File: src/hdl/jtl_pkg.sv
`default_nettype none
package jtl_pkg;

    localparam int MAX_TEXT_BYTES_DEF = 65536;
    localparam int QUEUE_DEPTH = 4;
    localparam int QPTR_W = $clog2(QUEUE_DEPTH);
    localparam int MAX_TOKENS = 4;

    localparam logic [3:0] TOK_SPACE   = 4'd0;
    localparam logic [3:0] TOK_KEY     = 4'd1;
    localparam logic [3:0] TOK_STRING  = 4'd2;
    localparam logic [3:0] TOK_NUMBER  = 4'd3;
    localparam logic [3:0] TOK_BOOLEAN = 4'd4;
    localparam logic [3:0] TOK_NULL    = 4'd5;
    localparam logic [3:0] TOK_BRACE   = 4'd6;
    localparam logic [3:0] TOK_BRACKET = 4'd7;
    localparam logic [3:0] TOK_COMMA   = 4'd8;
    localparam logic [3:0] TOK_COLON   = 4'd9;
    localparam logic [3:0] TOK_END     = 4'd10;

    localparam logic [7:0] CH_QUOTE = 8'h22;
    localparam logic [7:0] CH_COLON = 8'h3a;

    typedef struct packed {
        logic [15:0] token_index;
        logic [7:0]  first_char;
        logic [16:0] token_length;
        logic [15:0] token_offset;
        logic [3:0]  token_type;
    } token_t;

    typedef struct packed {
        logic [2:0]                 cnt;
        token_t [MAX_TOKENS-1:0]    tok;
    } batch_t;

    function automatic token_t mk_tok(input logic [3:0] t, input logic [15:0] s,
                                      input logic [16:0] l, input logic [7:0] f);
        token_t r;
        r.token_type   = t;
        r.token_offset = s;
        r.token_length = l;
        r.first_char   = f;
        r.token_index  = 16'd0;
        return r;
    endfunction

endpackage
`default_nettype wire

File: src/hdl/jtl_front.sv
`default_nettype none
module jtl_front #(
    parameter int MAX_TEXT_BYTES = jtl_pkg::MAX_TEXT_BYTES_DEF
) (
    input  wire logic           clk,
    input  wire logic           rst_n,
    input  wire logic           acc,
    input  wire logic [7:0]     text_byte,
    input  wire logic           final_byte,
    output jtl_pkg::batch_t     batch,
    output logic                push
);
    import jtl_pkg::*;

    localparam int POS_W = $clog2(MAX_TEXT_BYTES + 1);
    localparam int START_CAP = (MAX_TEXT_BYTES - 1 > 65535) ? 65535 : MAX_TEXT_BYTES - 1;
    localparam int LEN_CAP = (MAX_TEXT_BYTES > 131071) ? 131071 : MAX_TEXT_BYTES;

    localparam logic [2:0] M_IDLE = 3'd0;
    localparam logic [2:0] M_WS   = 3'd1;
    localparam logic [2:0] M_STR  = 3'd2;
    localparam logic [2:0] M_NUM  = 3'd3;
    localparam logic [2:0] M_KW   = 3'd4;

    logic [2:0]       mode_reg, mode_next;
    logic             esc_reg, esc_next;
    logic [1:0]       kind_reg, kind_next;
    logic [2:0]       prog_reg, prog_next;
    logic [POS_W-1:0] pos_reg, pos_next;
    logic [15:0]      ostart_reg, ostart_next;
    logic [POS_W-1:0] olen_reg, olen_next;
    logic [7:0]       ofirst_reg, ofirst_next;
    logic             held_reg, held_next;
    logic [15:0]      hstart_reg, hstart_next;
    logic [POS_W-1:0] hlen_reg, hlen_next;
    logic [15:0]      count_reg, count_next;

    token_t [MAX_TOKENS-1:0] slot;
    logic [2:0]       n;
    logic             fresh;
    logic [15:0]      cur;
    logic [1:0]       k;
    logic [7:0]       b;
    logic             ws, dig, numc;

    function automatic logic [16:0] clen(input logic [POS_W-1:0] v);
        return (32'(v) > LEN_CAP) ? 17'(LEN_CAP) : 17'(v);
    endfunction

    function automatic logic [15:0] cstart(input logic [POS_W-1:0] v);
        return (32'(v) > START_CAP) ? 16'(START_CAP) : 16'(v);
    endfunction

    function automatic logic [POS_W-1:0] linc(input logic [POS_W-1:0] v);
        return (32'(v) < MAX_TEXT_BYTES) ? v + 1'b1 : v;
    endfunction

    function automatic logic [15:0] sat16(input logic [15:0] c, input logic [2:0] i);
        logic [16:0] s;
        s = {1'b0, c} + 17'(i);
        return s[16] ? 16'hffff : s[15:0];
    endfunction

    function automatic logic [7:0] kw_char(input logic [1:0] kk, input logic [2:0] p);
        logic [7:0] c;
        c = 8'h00;
        case (kk)
            2'd1:
            begin
                case (p)
                    3'd0: c = "f";
                    3'd1: c = "a";
                    3'd2: c = "l";
                    3'd3: c = "s";
                    3'd4: c = "e";
                    default: c = 8'h00;
                endcase
            end
            2'd2:
            begin
                case (p)
                    3'd0: c = "n";
                    3'd1: c = "u";
                    3'd2: c = "l";
                    3'd3: c = "l";
                    default: c = 8'h00;
                endcase
            end
            default:
            begin
                case (p)
                    3'd0: c = "t";
                    3'd1: c = "r";
                    3'd2: c = "u";
                    3'd3: c = "e";
                    default: c = 8'h00;
                endcase
            end
        endcase
        return c;
    endfunction

    always_comb
    begin
        b = text_byte;
        ws = (b == " ") || (b == 8'h09) || (b == 8'h0a) || (b == 8'h0d);
        dig = (b >= "0") && (b <= "9");
        numc = dig || (b == ".") || (b == "e") || (b == "E") || (b == "+") || (b == "-");
        cur = cstart(pos_reg);
        k = (kind_reg == 2'd3) ? 2'd0 : kind_reg;

        mode_next = mode_reg;
        esc_next = esc_reg;
        kind_next = kind_reg;
        prog_next = prog_reg;
        ostart_next = ostart_reg;
        olen_next = olen_reg;
        ofirst_next = ofirst_reg;
        held_next = held_reg;
        hstart_next = hstart_reg;
        hlen_next = hlen_reg;
        slot = '0;
        n = 3'd0;
        fresh = 1'b0;

        case (mode_reg)
            M_STR:
            begin
                olen_next = linc(olen_reg);
                if (esc_reg)
                    esc_next = 1'b0;
                else if (b == 8'h5c)
                    esc_next = 1'b1;
                else if (b == CH_QUOTE)
                begin
                    held_next = 1'b1;
                    hstart_next = ostart_reg;
                    hlen_next = olen_next;
                    mode_next = M_IDLE;
                end
            end
            M_NUM:
            begin
                if (numc)
                    olen_next = linc(olen_reg);
                else
                begin
                    slot[n[1:0]] = mk_tok(TOK_NUMBER, ostart_reg, clen(olen_reg), ofirst_reg);
                    n = n + 3'd1;
                    mode_next = M_IDLE;
                    fresh = 1'b1;
                end
            end
            M_KW:
            begin
                if ((prog_reg < ((k == 2'd1) ? 3'd5 : 3'd4)) && (b == kw_char(k, prog_reg)))
                begin
                    prog_next = prog_reg + 3'd1;
                    if (prog_next >= ((k == 2'd1) ? 3'd5 : 3'd4))
                    begin
                        slot[n[1:0]] = mk_tok((k == 2'd2) ? TOK_NULL : TOK_BOOLEAN, ostart_reg,
                                              (k == 2'd1) ? 17'd5 : 17'd4, kw_char(k, 3'd0));
                        n = n + 3'd1;
                        mode_next = M_IDLE;
                    end
                end
                else
                begin
                    mode_next = M_IDLE;
                    fresh = 1'b1;
                end
            end
            default:
                fresh = 1'b1;
        endcase

        if (fresh)
        begin
            if (held_next && (b != " ") && (b != 8'h09))
            begin
                slot[n[1:0]] = mk_tok((b == CH_COLON) ? TOK_KEY : TOK_STRING, hstart_next,
                                      clen(hlen_next), CH_QUOTE);
                n = n + 3'd1;
                held_next = 1'b0;
            end
            if ((mode_next == M_WS) && ws)
                olen_next = linc(olen_reg);
            else
            begin
                if (mode_next == M_WS)
                begin
                    slot[n[1:0]] = mk_tok(TOK_SPACE, ostart_reg, clen(olen_reg), ofirst_reg);
                    n = n + 3'd1;
                end
                mode_next = M_IDLE;
                ostart_next = cur;
                olen_next = POS_W'(1);
                ofirst_next = b;
                if (ws)
                    mode_next = M_WS;
                else if (b == CH_QUOTE)
                begin
                    mode_next = M_STR;
                    esc_next = 1'b0;
                end
                else if (dig || (b == "+") || (b == "-"))
                    mode_next = M_NUM;
                else if ((b == "t") || (b == "f") || (b == "n"))
                begin
                    mode_next = M_KW;
                    kind_next = (b == "t") ? 2'd0 : ((b == "f") ? 2'd1 : 2'd2);
                    prog_next = 3'd1;
                end
                else if ((b == "{") || (b == "}") || (b == "[") || (b == "]") || (b == ",")
                         || (b == CH_COLON))
                begin
                    slot[n[1:0]] = mk_tok(((b == "{") || (b == "}")) ? TOK_BRACE :
                                          ((b == "[") || (b == "]")) ? TOK_BRACKET :
                                          (b == ",") ? TOK_COMMA : TOK_COLON,
                                          cur, 17'd1, b);
                    n = n + 3'd1;
                end
            end
        end

        pos_next = (32'(pos_reg) < MAX_TEXT_BYTES) ? pos_reg + 1'b1 : pos_reg;

        if (final_byte)
        begin
            if (held_next)
            begin
                slot[n[1:0]] = mk_tok(TOK_STRING, hstart_next, clen(hlen_next), CH_QUOTE);
                n = n + 3'd1;
            end
            if (mode_next == M_WS)
            begin
                slot[n[1:0]] = mk_tok(TOK_SPACE, ostart_next, clen(olen_next), ofirst_next);
                n = n + 3'd1;
            end
            else if (mode_next == M_NUM)
            begin
                slot[n[1:0]] = mk_tok(TOK_NUMBER, ostart_next, clen(olen_next), ofirst_next);
                n = n + 3'd1;
            end
            else if (mode_next == M_STR)
            begin
                slot[n[1:0]] = mk_tok(TOK_STRING, ostart_next, clen(olen_next), CH_QUOTE);
                n = n + 3'd1;
            end
            for (int i = 0; i < MAX_TOKENS; i++)
                if (3'(i) < n)
                    slot[i].token_index = sat16(count_reg, 3'(i));
            slot[n[1:0]] = mk_tok(TOK_END, cstart(pos_next), 17'd0, 8'h00);
            slot[n[1:0]].token_index = sat16(count_reg, n);
            n = n + 3'd1;
            mode_next = M_IDLE;
            esc_next = 1'b0;
            kind_next = 2'd0;
            prog_next = 3'd0;
            pos_next = '0;
            ostart_next = 16'd0;
            olen_next = '0;
            ofirst_next = 8'h00;
            held_next = 1'b0;
            hstart_next = 16'd0;
            hlen_next = '0;
            count_next = 16'd0;
        end
        else
        begin
            for (int i = 0; i < MAX_TOKENS; i++)
                slot[i].token_index = sat16(count_reg, 3'(i));
            count_next = sat16(count_reg, n);
        end

        batch.cnt = n;
        batch.tok = slot;
        push = acc && (n != 3'd0);
    end

    always_ff @(posedge clk or negedge rst_n)
    begin
        if (!rst_n)
        begin
            mode_reg <= M_IDLE;
            esc_reg <= 1'b0;
            kind_reg <= 2'd0;
            prog_reg <= 3'd0;
            pos_reg <= '0;
            ostart_reg <= 16'd0;
            olen_reg <= '0;
            ofirst_reg <= 8'h00;
            held_reg <= 1'b0;
            hstart_reg <= 16'd0;
            hlen_reg <= '0;
            count_reg <= 16'd0;
        end
        else if (acc)
        begin
            mode_reg <= mode_next;
            esc_reg <= esc_next;
            kind_reg <= kind_next;
            prog_reg <= prog_next;
            pos_reg <= pos_next;
            ostart_reg <= ostart_next;
            olen_reg <= olen_next;
            ofirst_reg <= ofirst_next;
            held_reg <= held_next;
            hstart_reg <= hstart_next;
            hlen_reg <= hlen_next;
            count_reg <= count_next;
        end
    end

endmodule
`default_nettype wire

File: src/hdl/jtl_queue.sv
`default_nettype none
module jtl_queue (
    input  wire logic           clk,
    input  wire logic           rst_n,
    input  wire logic           push,
    input  jtl_pkg::batch_t     wr_data,
    output logic                has_room,
    input  wire logic           pop,
    output logic                not_empty,
    output jtl_pkg::batch_t     rd_data
);
    import jtl_pkg::*;

    batch_t           mem_reg [QUEUE_DEPTH];
    logic [QPTR_W-1:0] wr_reg, rd_reg;
    logic [QPTR_W:0]   cnt_reg;

    assign has_room = cnt_reg < (QPTR_W+1)'(QUEUE_DEPTH);
    assign not_empty = cnt_reg != '0;
    assign rd_data = mem_reg[rd_reg];

    always_ff @(posedge clk)
    begin
        if (push)
            mem_reg[wr_reg] <= wr_data;
    end

    always_ff @(posedge clk or negedge rst_n)
    begin
        if (!rst_n)
        begin
            wr_reg <= '0;
            rd_reg <= '0;
            cnt_reg <= '0;
        end
        else
        begin
            if (push)
                wr_reg <= wr_reg + 1'b1;
            if (pop)
                rd_reg <= rd_reg + 1'b1;
            if (push && !pop)
                cnt_reg <= cnt_reg + 1'b1;
            else if (pop && !push)
                cnt_reg <= cnt_reg - 1'b1;
        end
    end

endmodule
`default_nettype wire

File: src/hdl/jtl_back.sv
`default_nettype none
module jtl_back (
    input  wire logic           clk,
    input  wire logic           rst_n,
    input  wire logic           not_empty,
    input  jtl_pkg::batch_t     rd_data,
    output logic                pop,
    output logic                m_axis_tvalid,
    input  wire logic           m_axis_tready,
    output logic [63:0]         m_axis_tdata,
    output logic                m_axis_tlast
);
    import jtl_pkg::*;

    logic [1:0]  sub_reg;
    logic        vld_reg;
    token_t      tok_reg;
    logic        last_reg;
    logic        load;
    logic        end_of_batch;

    assign load = not_empty && (!vld_reg || m_axis_tready);
    assign end_of_batch = ({1'b0, sub_reg} + 3'd1) == rd_data.cnt;
    assign pop = load && end_of_batch;

    assign m_axis_tvalid = vld_reg;
    assign m_axis_tdata = {3'b000, tok_reg};
    assign m_axis_tlast = last_reg;

    always_ff @(posedge clk)
    begin
        if (load)
        begin
            tok_reg <= rd_data.tok[sub_reg];
            last_reg <= end_of_batch;
        end
    end

    always_ff @(posedge clk or negedge rst_n)
    begin
        if (!rst_n)
        begin
            sub_reg <= 2'd0;
            vld_reg <= 1'b0;
        end
        else
        begin
            if (load)
                sub_reg <= end_of_batch ? 2'd0 : sub_reg + 2'd1;
            if (load)
                vld_reg <= 1'b1;
            else if (m_axis_tready)
                vld_reg <= 1'b0;
        end
    end

endmodule
`default_nettype wire

File: src/hdl/json_token_lexer_top.sv
// JSON token lexer.
// Input stream: one text byte per transaction, s_axis_tdata[7:0] = text_byte,
// s_axis_tlast = final_byte (last byte of the text).
// Output stream: one token per transaction, m_axis_tlast = run_last, set on
// the last token caused by an input byte.
// Bytes are taken one per cycle whenever the token queue has room; the byte
// state is registered in the front end on each taken byte, and the front end
// packs the 0..4 tokens a byte yields into one queue entry.
// The back end drains one token per cycle while the receiver is ready, into
// a registered output; each token passes the queue and then that register.
// A byte's tokens go out in turn; the 4-entry queue absorbs these bursts.
// Strings stay held until the next byte other than space or tab decides
// key or string. The final byte flushes open string, number and blank
// tokens, adds an end token and resets the lexer state for the next text.
// Reset clears all lexer state and the queue. A stalled receiver fills the
// queue, after which s_axis_tready drops until space frees up.
`default_nettype none
module json_token_lexer_top #(
    parameter int MAX_TEXT_BYTES = jtl_pkg::MAX_TEXT_BYTES_DEF
) (
    input  wire logic        clk,
    input  wire logic        rst_n,
    input  wire logic        s_axis_tvalid,
    output logic             s_axis_tready,
    input  wire logic [7:0]  s_axis_tdata,   // [7:0] text_byte
    input  wire logic        s_axis_tlast,
    output logic             m_axis_tvalid,
    input  wire logic        m_axis_tready,
    // [3:0] token_type, [19:4] token_offset, [36:20] token_length,
    // [44:37] first_char, [60:45] token_index, [63:61] zero
    output logic [63:0]      m_axis_tdata,
    output logic             m_axis_tlast
);
    import jtl_pkg::*;

    batch_t wr_batch, rd_batch;
    logic   push, pop, has_room, not_empty, acc;

    assign s_axis_tready = has_room;
    assign acc = s_axis_tvalid && has_room;

    jtl_front #(.MAX_TEXT_BYTES(MAX_TEXT_BYTES)) u_front (
        .clk        (clk),
        .rst_n      (rst_n),
        .acc        (acc),
        .text_byte  (s_axis_tdata),
        .final_byte (s_axis_tlast),
        .batch      (wr_batch),
        .push       (push)
    );

    jtl_queue u_queue (
        .clk       (clk),
        .rst_n     (rst_n),
        .push      (push),
        .wr_data   (wr_batch),
        .has_room  (has_room),
        .pop       (pop),
        .not_empty (not_empty),
        .rd_data   (rd_batch)
    );

    jtl_back u_back (
        .clk           (clk),
        .rst_n         (rst_n),
        .not_empty     (not_empty),
        .rd_data       (rd_batch),
        .pop           (pop),
        .m_axis_tvalid (m_axis_tvalid),
        .m_axis_tready (m_axis_tready),
        .m_axis_tdata  (m_axis_tdata),
        .m_axis_tlast  (m_axis_tlast)
    );

endmodule
`default_nettype wire

File: config.mk
export PLATFORM = sky130hd
export DESIGN_NAME = json_token_lexer_top
export DESIGN_NICKNAME = d
export VERILOG_FILES = /design/src/hdl/jtl_pkg.sv /design/src/hdl/jtl_front.sv /design/src/hdl/jtl_queue.sv /design/src/hdl/jtl_back.sv /design/src/hdl/json_token_lexer_top.sv
export SDC_FILE = /design/constraint.sdc
export NUM_CORES = 2
export LEC_CHECK = 0
export BUFFER_PORTS_ARGS = -buffer_cell sky130_fd_sc_hd__buf_4
export CORE_ASPECT_RATIO = 1.25
export CORE_MARGIN = 8
export CORE_UTILIZATION = 35
export CTS_CLUSTER_DIAMETER = 40
export DETAILED_ROUTE_END_ITERATION = 10
export PLACE_DENSITY_LB_ADDON = 0.1
export SYNTH_ARGS = -nofsm -noshare
export SYNTH_HDL_FRONTEND = slang
export SYNTH_SLANG_ARGS = --single-unit
File: constraint.sdc
create_clock -name clk -period 12.89 [get_ports clk]
set_clock_uncertainty 0.15 [all_clocks]
set_input_delay 0.6445 -clock clk [delete_from_list [all_inputs] [get_ports clk]]
set_output_delay 0.6445 -clock clk [all_outputs]
set_load 0.005 [all_outputs]
# Yosys cells after proc, flatten, opt, wreduce, memory -nomap -nowiden
# Memory sizes are Yosys's and may differ from the RTL's.
# Index checks and enable logic that the tools add are counted.
op_classes:
  add_sub_neg: 20
  n_lt_le_gt_ge: 29
  eq_ne: 42
  n_mux: 192
  n_reduce_logical: 48
ops:
  columns: ["op", "count"]
  rows:
  - ["244-bit 2-to-1 mux", 18]
  - ["244-bit bitwise mux", 9]
  - ["61-bit demux with 2-bit select", 7]
  - ["61-bit 2-to-1 mux", 9]
  - ["16-bit 2-to-1 mux", 28]
  - ["45-bit 2-to-1 mux", 6]
  - ["17-bit 2-to-1 mux", 15]
  - ["3-bit 2-to-1 mux", 44]
  - ["61-bit binary-select mux with 2-bit select", 1]
  - ["61-bit case mux with 2 select lines", 1]
  - ["8-bit by 7-bit equality test with 1-bit output (second input constant)", 10]
  - ["8-bit by 6-bit equality test with 1-bit output (second input constant)", 7]
  - ["17-bit > comparator (second input constant)", 3]
  - ["7-bit case mux with 5 select lines", 1]
  - ["16-bit by 2-bit adder with 17-bit output (second input constant)", 2]
  - ["16-bit by 3-bit adder with 17-bit output", 2]
  - ["17-bit by 1-bit adder with 17-bit output (second input constant)", 2]
  - ["17-bit by 16-bit > comparator with 1-bit output (second input constant)", 2]
  - ["17-bit < comparator (second input constant)", 2]
  - ["17-bit case mux with 2 select lines", 1]
  - ["8-bit 2-to-1 mux", 4]
  - ["7-bit case mux with 4 select lines", 1]
  - ["1-bit 2-to-1 mux", 27]
  - ["3-bit by 1-bit adder with 3-bit output (second input constant)", 8]
  - ["other kinds (40)", 121]
word_totals:
  register_bits: 189
  ramBits: 988
  inputBits: 13
  output_inout_bits: 67
  elab_cells: 355
  memories: 1
memory_table:
  columns: ["memory", "words", "word_bits", "rd", "rd_clocked_by_memory_dff", "wr", "line", "source"]
  rows:
  - ["u_queue.mem_reg", 4, 247, 1, 0, 1, "jtl_queue.sv:14", "batch_t mem_reg [QUEUE_DEPTH];"]

# Logic depth before layout (Yosys ltp)
logic_depth:
  word_depth: 41
  mapped_depth: 37
  depth_no_buf: 34

# Modules after synthesis
# Synthesis repeated with hierarchy kept, for this count alone.
hier_totals:
  cells_unflattened: 4172
  hier_area_um2: 57481.4
modules_own_cells:
  columns: ["mod", "instances", "cells_per_inst", "area_per_inst_um2", "seq_area_each_um2"]
  rows:
  - ["jtl_queue", 1, 1325, 36059.6, 29843.6]
  - ["jtl_front", 1, 2686, 17800.8, 2927.8]
  - ["jtl_back", 1, 160, 3614.7, 1936.9]
  - ["json_token_lexer_top", 1, 1, 6.3, 0.0]

# Worst setup path after synthesis
# No wires, ideal clock.
synth_path:
  kind: "register to register"
  from: "reg u_front.prog_reg[0]"
  to: "mem u_queue.mem_reg[0][0] (netlist name), enable pin"
  setup_ns: 0.639
  arrival_time_ns: 11.723
  required_time_ns: 12.101
  setup_slack_ns: 0.378
  path_stages_with_launch: 31
  n_path_buf: 2
  period_less_slack_ns: 12.512
  path_cell_list: "dfrtp_1 ha_1 ha_1 buf_6 or4_4 o21a_1 a211oi_1 mux2i_1 nand4b_1 nand2_1 inv_1 ha_1 inv_1 xnor2_1 ha_1 inv_1 a221o_1 nand3_1 ha_1 o22ai_2 buf_4 ha_1 nand2_1 o21ai_1 inv_1 ha_1 nor2_1 nand4_1 o2111ai_1 o211ai_2 and2_1"
synth_via:
  elab_chain_len: 38
  elab_cells_between_ends: 61
  cone_classes: "add/sub (7); order compare (2); eq/ne (9); mux (37); reduce/logical (6)"
synth_lines:
  columns: ["element", "line", "source"]
  rows:
  - ["start, declared", "jtl_front.sv:28", "logic [2:0] prog_reg, prog_next;"]
  - ["start signal, assigned", "jtl_front.sv:303", "prog_reg <= prog_next;"]
  - ["3-bit by 2-bit equality test with 1-bit output", "jtl_front.sv:70, jtl_front.sv:81, jtl_front.sv:91", null]
  - ["2-bit OR reduction (no line)", null, null]
  - ["7-bit case mux with 3 select lines", "jtl_front.sv:81", "case (p)"]
  - ["8-bit case mux with 2 select lines", "jtl_front.sv:67", "case (kk)"]
  - ["8-bit 2-to-1 mux", "jtl_front.sv:126", "case (mode_reg)"]
  - ["8-bit equality test", "jtl_front.sv:156", "if ((prog_reg < ((k == 2'd1) ? 3'd5 : 3'd4)) && (b == kw_char(k, prog_reg)))"]
  - ["1-bit logical AND", "jtl_front.sv:156", null]
  - ["3-bit 2-to-1 mux", "jtl_front.sv:156", null]
  - ["[23 not listed]", null, null]
  - ["3-bit 2-to-1 mux", "jtl_front.sv:228", "if (final_byte)"]
  - ["3-bit by 1-bit adder with 3-bit output", "jtl_front.sv:255", "n = n + 3'd1;"]
  - ["3-bit 2-to-1 mux *", "jtl_front.sv:228", null]
  - ["3-bit nonzero test *", "jtl_front.sv:278", "push = acc && (n != 3'd0);"]
  - ["1-bit logical AND *", "jtl_front.sv:278", null]
  - ["named net push", "json_token_lexer_top.sv:37", "logic push, pop, has_room, not_empty, acc;"]
  - ["1-bit 2-to-1 mux *", "jtl_queue.sv:24", "if (push)"]
  - ["1-bit 2-to-1 mux (not written as such) *", "jtl_queue.sv:25", "mem_reg[wr_reg] <= wr_data;"]
  - ["end, declared", "jtl_queue.sv:14", null]
# The timed path passes the listed nets; every way through them passes the cells marked *. The select of a mux whose other input is x is not followed.

# Final worst setup path
layout_path:
  from: "reg u_front.kind_reg[0]"
  to: "mem u_queue.mem_reg[3][107] (netlist name), enable pin"
layout_via:
  elab_chain_len: 38
  elab_cells_between_ends: 56
  cone_classes: "add/sub (6); order compare (2); eq/ne (8); mux (36); reduce/logical (4)"
layout_lines:
  columns: ["element", "line", "source"]
  rows:
  - ["start, declared", "jtl_front.sv:27", "logic [1:0] kind_reg, kind_next;"]
  - ["start signal, assigned", "jtl_front.sv:302", "kind_reg <= kind_next;"]
  - ["2-bit equality test", "jtl_front.sv:110", "k = (kind_reg == 2'd3) ? 2'd0 : kind_reg;"]
  - ["2-bit 2-to-1 mux *", "jtl_front.sv:110", null]
  - ["2-bit equality test / 2-bit by 1-bit equality test with 1-bit output (equally long branches)", "jtl_front.sv:67, jtl_front.sv:156, jtl_front.sv:159", null]
  - ["8-bit case mux with 2 select lines", "jtl_front.sv:67", null]
  - ["8-bit 2-to-1 mux", "jtl_front.sv:126", null]
  - ["8-bit equality test", "jtl_front.sv:156", null]
  - ["1-bit logical AND", "jtl_front.sv:156", null]
  - ["3-bit 2-to-1 mux", "jtl_front.sv:156", null]
  - ["[23 not listed]", null, null]
  - ["3-bit 2-to-1 mux", "jtl_front.sv:228", null]
  - ["3-bit by 1-bit adder with 3-bit output", "jtl_front.sv:255", null]
  - ["3-bit 2-to-1 mux *", "jtl_front.sv:228", null]
  - ["3-bit nonzero test *", "jtl_front.sv:278", null]
  - ["1-bit logical AND *", "jtl_front.sv:278", null]
  - ["named net push", "json_token_lexer_top.sv:37", null]
  - ["1-bit 2-to-1 mux *", "jtl_queue.sv:24", null]
  - ["1-bit 2-to-1 mux (not written as such) *", "jtl_queue.sv:25", null]
# Marked as above.

==> impl_metrics.tcl <==
set metrics [dict create \
    synth_area_leaders "sky130_fd_sc_hd__edfxtp_1 55%, sky130_fd_sc_hd__mux4_2 12%, sky130_fd_sc_hd__dfrtp_1 5.5%" \
    crit_type "reg -> reg" \
    post_synth.cell_area_avg_um2 13.4 \
    layout.nets 4369 \
    number_of_unique_standard_cell_types_used_by_synthesis 113 \
    rows 166 \
    leakage_nw 21.7 \
    routed_wire_length_per_instance_um 32.1 \
    ys_seq_elements 1177 \
    antenna_left 0 \
    tns_ns 0 \
    synth_commonest_cells "1050 x sky130_fd_sc_hd__edfxtp_1, 389 x sky130_fd_sc_hd__nand2_1, 344 x sky130_fd_sc_hd__nor2_1, 315 x sky130_fd_sc_hd__o21ai_0, 308 x sky130_fd_sc_hd__mux4_2" \
    power_per_cell_area_nw_per_um2 196 \
    grt_pass1_wl_mm 302 \
    pre_cts_setup_slack_ns 2.45 \
    syn_to_final_growth_pct 14.8 \
    first_iter_violations 4299 \
    detail_route.vias_per_cell 5.99 \
    top_area_cell_type_share_of_the_netlist_area_pct 55.0 \
    cp_slowest_cell "sky130_fd_sc_hd__buf_4" \
    ys_async_sr_fraction_pct 10.8 \
    worst-path-stages 31 \
    max-slew-margin-rel_pct 2.70 \
    worst_ir_drop_vdd_mv 0.110 \
    hold_buffers 2 \
    gr-usage-all-layers_pct 23.5 \
    sum_of_overflow_across_all_layers_after_global_routing 0 \
    input_output_buffers 76 \
    floorplan.core_area_um2 163000 \
    floorplan.io_pins 80 \
    required_time_at_the_worst_slack_endpoint_ns 13.14 \
    capturing_instance_or_port_of_the_critical_path "u_queue.mem_reg[3][107]$_DFFE_PP_" \
    ys_seq_area_share_pct 60.5 \
    stdcell_count 6622 \
    synthesis.instances 4282 \
    worst_reg2reg_startpoint "u_front.kind_reg[0]$_DFFE_PN0P_" \
    setup-violations-final 0 \
    cts.root.buffer_cell "sky130_fd_sc_hd__clkbuf_16" \
    worst_ep_arrival_time_ns 10.89 \
    post-route-min-period_ns 10.64 \
    synthMostInstantiatedCell "sky130_fd_sc_hd__edfxtp_1" \
    layout.core_utilization_pct 40.3 \
    largest_register_ffs 988 \
    syn_area_um2 57400 \
    inst_count_dp 6334 \
    path_common_cell "sky130_fd_sc_hd__inv_1" \
    post-layout-total-power_mw 12.9 \
    detailed_place_hpwl_mm 142 \
    cp_top_family "simple AND/OR/NAND/NOR gates" \
    layout_cell_share_with_drive_strength_beyond_1_pct 19.5 \
    timing.final.hold_violations 0 \
    design.die.area_um2 177000 \
    postCtsResizedCells 0 \
    reg2reg_slack_ns 2.25 \
    post-route-period-util_pct 82.6 \
    worstSetupStartpoint "u_front.kind_reg[0]$_DFFE_PN0P_" \
    grt_max_degree 124 \
    initial_core_util_pct 35.1 \
    cts.sink_count 1177 \
    worst_r2r_path_depth 31 \
    clockBufferDepth 3 \
    via_count_of_the_first_global_routing_pass 40000 \
    worst_slack_ns 2.25 \
    timing.critical_path.from_type "flip-flop" \
    run_status "finished clean" \
    synthesis.yosys.warnings 0 \
    die_w_um 378 \
    timing.fmax_ghz 0.0940 \
    cp_num_buf_inv 8 \
    crit_reg_reg_endpoint "u_queue.mem_reg[3][107]$_DFFE_PP_" \
    floorplan.die.height_um 469 \
    dominantRegCellSynth "sky130_fd_sc_hd__edfxtp_1" \
    gp_congestion 1.02 \
    initial_antenna_violation_count 8 \
    max-cap-violations 0 \
    cts-htree-levels 4 \
    cts_made_buffers 154 \
    crit_path_max_fanout 51 \
    max_stage_delay_ns 0.77 \
    worst_skew_pair.late_latency_ns 0.81 \
    final-max-slew-violation-count 0 \
    clkTransAtPathRegs_ns 0.05 \
    wl_mm 212 \
    route.detailed.drc 0 \
    netlist.top_cell.by_area "sky130_fd_sc_hd__edfxtp_1" \
    timing.hold.worst.class "in -> reg" \
    postCtsSetupBuffers 0 \
    vias 39700 \
    kind_of_capture_point_of_the_worst_setup_path "flip-flop" \
    synth-edff-count 1050 \
    cts_tree "done" \
    drtPass1Iterations 7 \
    worst_pin_slew_ns 1.45 \
    grt_setup_unrepaired "false" \
]
[layout by cell type (no fill, tap or decap), types with 90 or more instances in the layout]
master and count:
sky130_fd_sc_hd__a21oi_1 209, sky130_fd_sc_hd__buf_4 191, sky130_fd_sc_hd__clkbuf_16 158, sky130_fd_sc_hd__dfrtp_1 123, sky130_fd_sc_hd__edfxtp_1 1050, sky130_fd_sc_hd__mux4_2 308, sky130_fd_sc_hd__nand2_1 386, sky130_fd_sc_hd__nand3_1 90
sky130_fd_sc_hd__nor2_1 341, sky130_fd_sc_hd__o21ai_0 313, sky130_fd_sc_hd__o22ai_1 156
[layer usage]
metal,track usage (%),wire length [um]
met5,0,22
met4,14.8,15800
met3,4.72,15400
met2,38.0,99000
met1,29.0,82000
[report_power, final]
part           switching [mW]  internal (mW)
Clock                    1.77           2.65
Sequential              0.310           4.70
Combinational            2.03           1.44
[worst min-delay path, delay by kind of cell]
family / cells / cell delay (ns)
AO/OA/AOI/OAI: 2 / 0.21
buffers and inverters: 1 / 0.13
[cell families (layout without fill, tap and decap cells)]
kind of cell	Yosys count	in the layout	synth area share (%)
AND/OR/NAND/NOR	1100	1100	8.78
other	1	5	0.00654
AO/OA/AOI/OAI	1118	1118	12.5
multiplexers	359	359	13.0
XOR/XNOR	89	89	1.36
buffers and inverters	390	542	2.72
adder cells (fa/ha/maj)	48	48	1.09
flip-flops	1177	1177	60.5
[worst min path at each step]
| stage | slack, ns | start | end | cells past startpoint |
|---|---|---|---|---|
| 2_1_floorplan | 0.20 | rst_n | u_back.m_axis_tvalid$_DFFE_PN0P_ | 0 |
| 3_3_place_gp | 0.31 | u_front.hstart_reg[14]$_DFFE_PN0P_ | u_front.hstart_reg[14]$_DFFE_PN0P_ | 2 |
| 3_5_place_dp | 0.32 | u_front.hstart_reg[8]$_DFFE_PN0P_ | u_front.hstart_reg[8]$_DFFE_PN0P_ | 2 |
| 4_1_cts | 0.02 | s_axis_tdata[3] | u_front.kind_reg[1]$_DFFE_PN0P_ | 3 |
| 5_1_grt | 0.06 | s_axis_tdata[3] | u_front.kind_reg[1]$_DFFE_PN0P_ | 3 |
| 6_report | 0.1 | s_axis_tdata[7] | u_front.ofirst_reg[7]$_DFFE_PN0P_ | 3 |
[stage by stage]
stage	hold slack, ns	cell area, um2
floorplan	0.199	57400
global placement	0.313	60500
detailed placement	0.320	60500
CTS	0.0177	65800
global route	0.0611	65800
finish	0.0963	65800
[cell type report]
cell class              count  area, um2
diodes                      2       5.00
clock buffers             172       4030
clock inverters           112       1320
fillers                 15300      97400
inverters                  56        216
multi-input cells        2717      21200
flip-flops and latches   1177      34700
well taps                2184       2730
repair buffers            202       1620
Note: power is estimated with default switching activity, not from simulation.
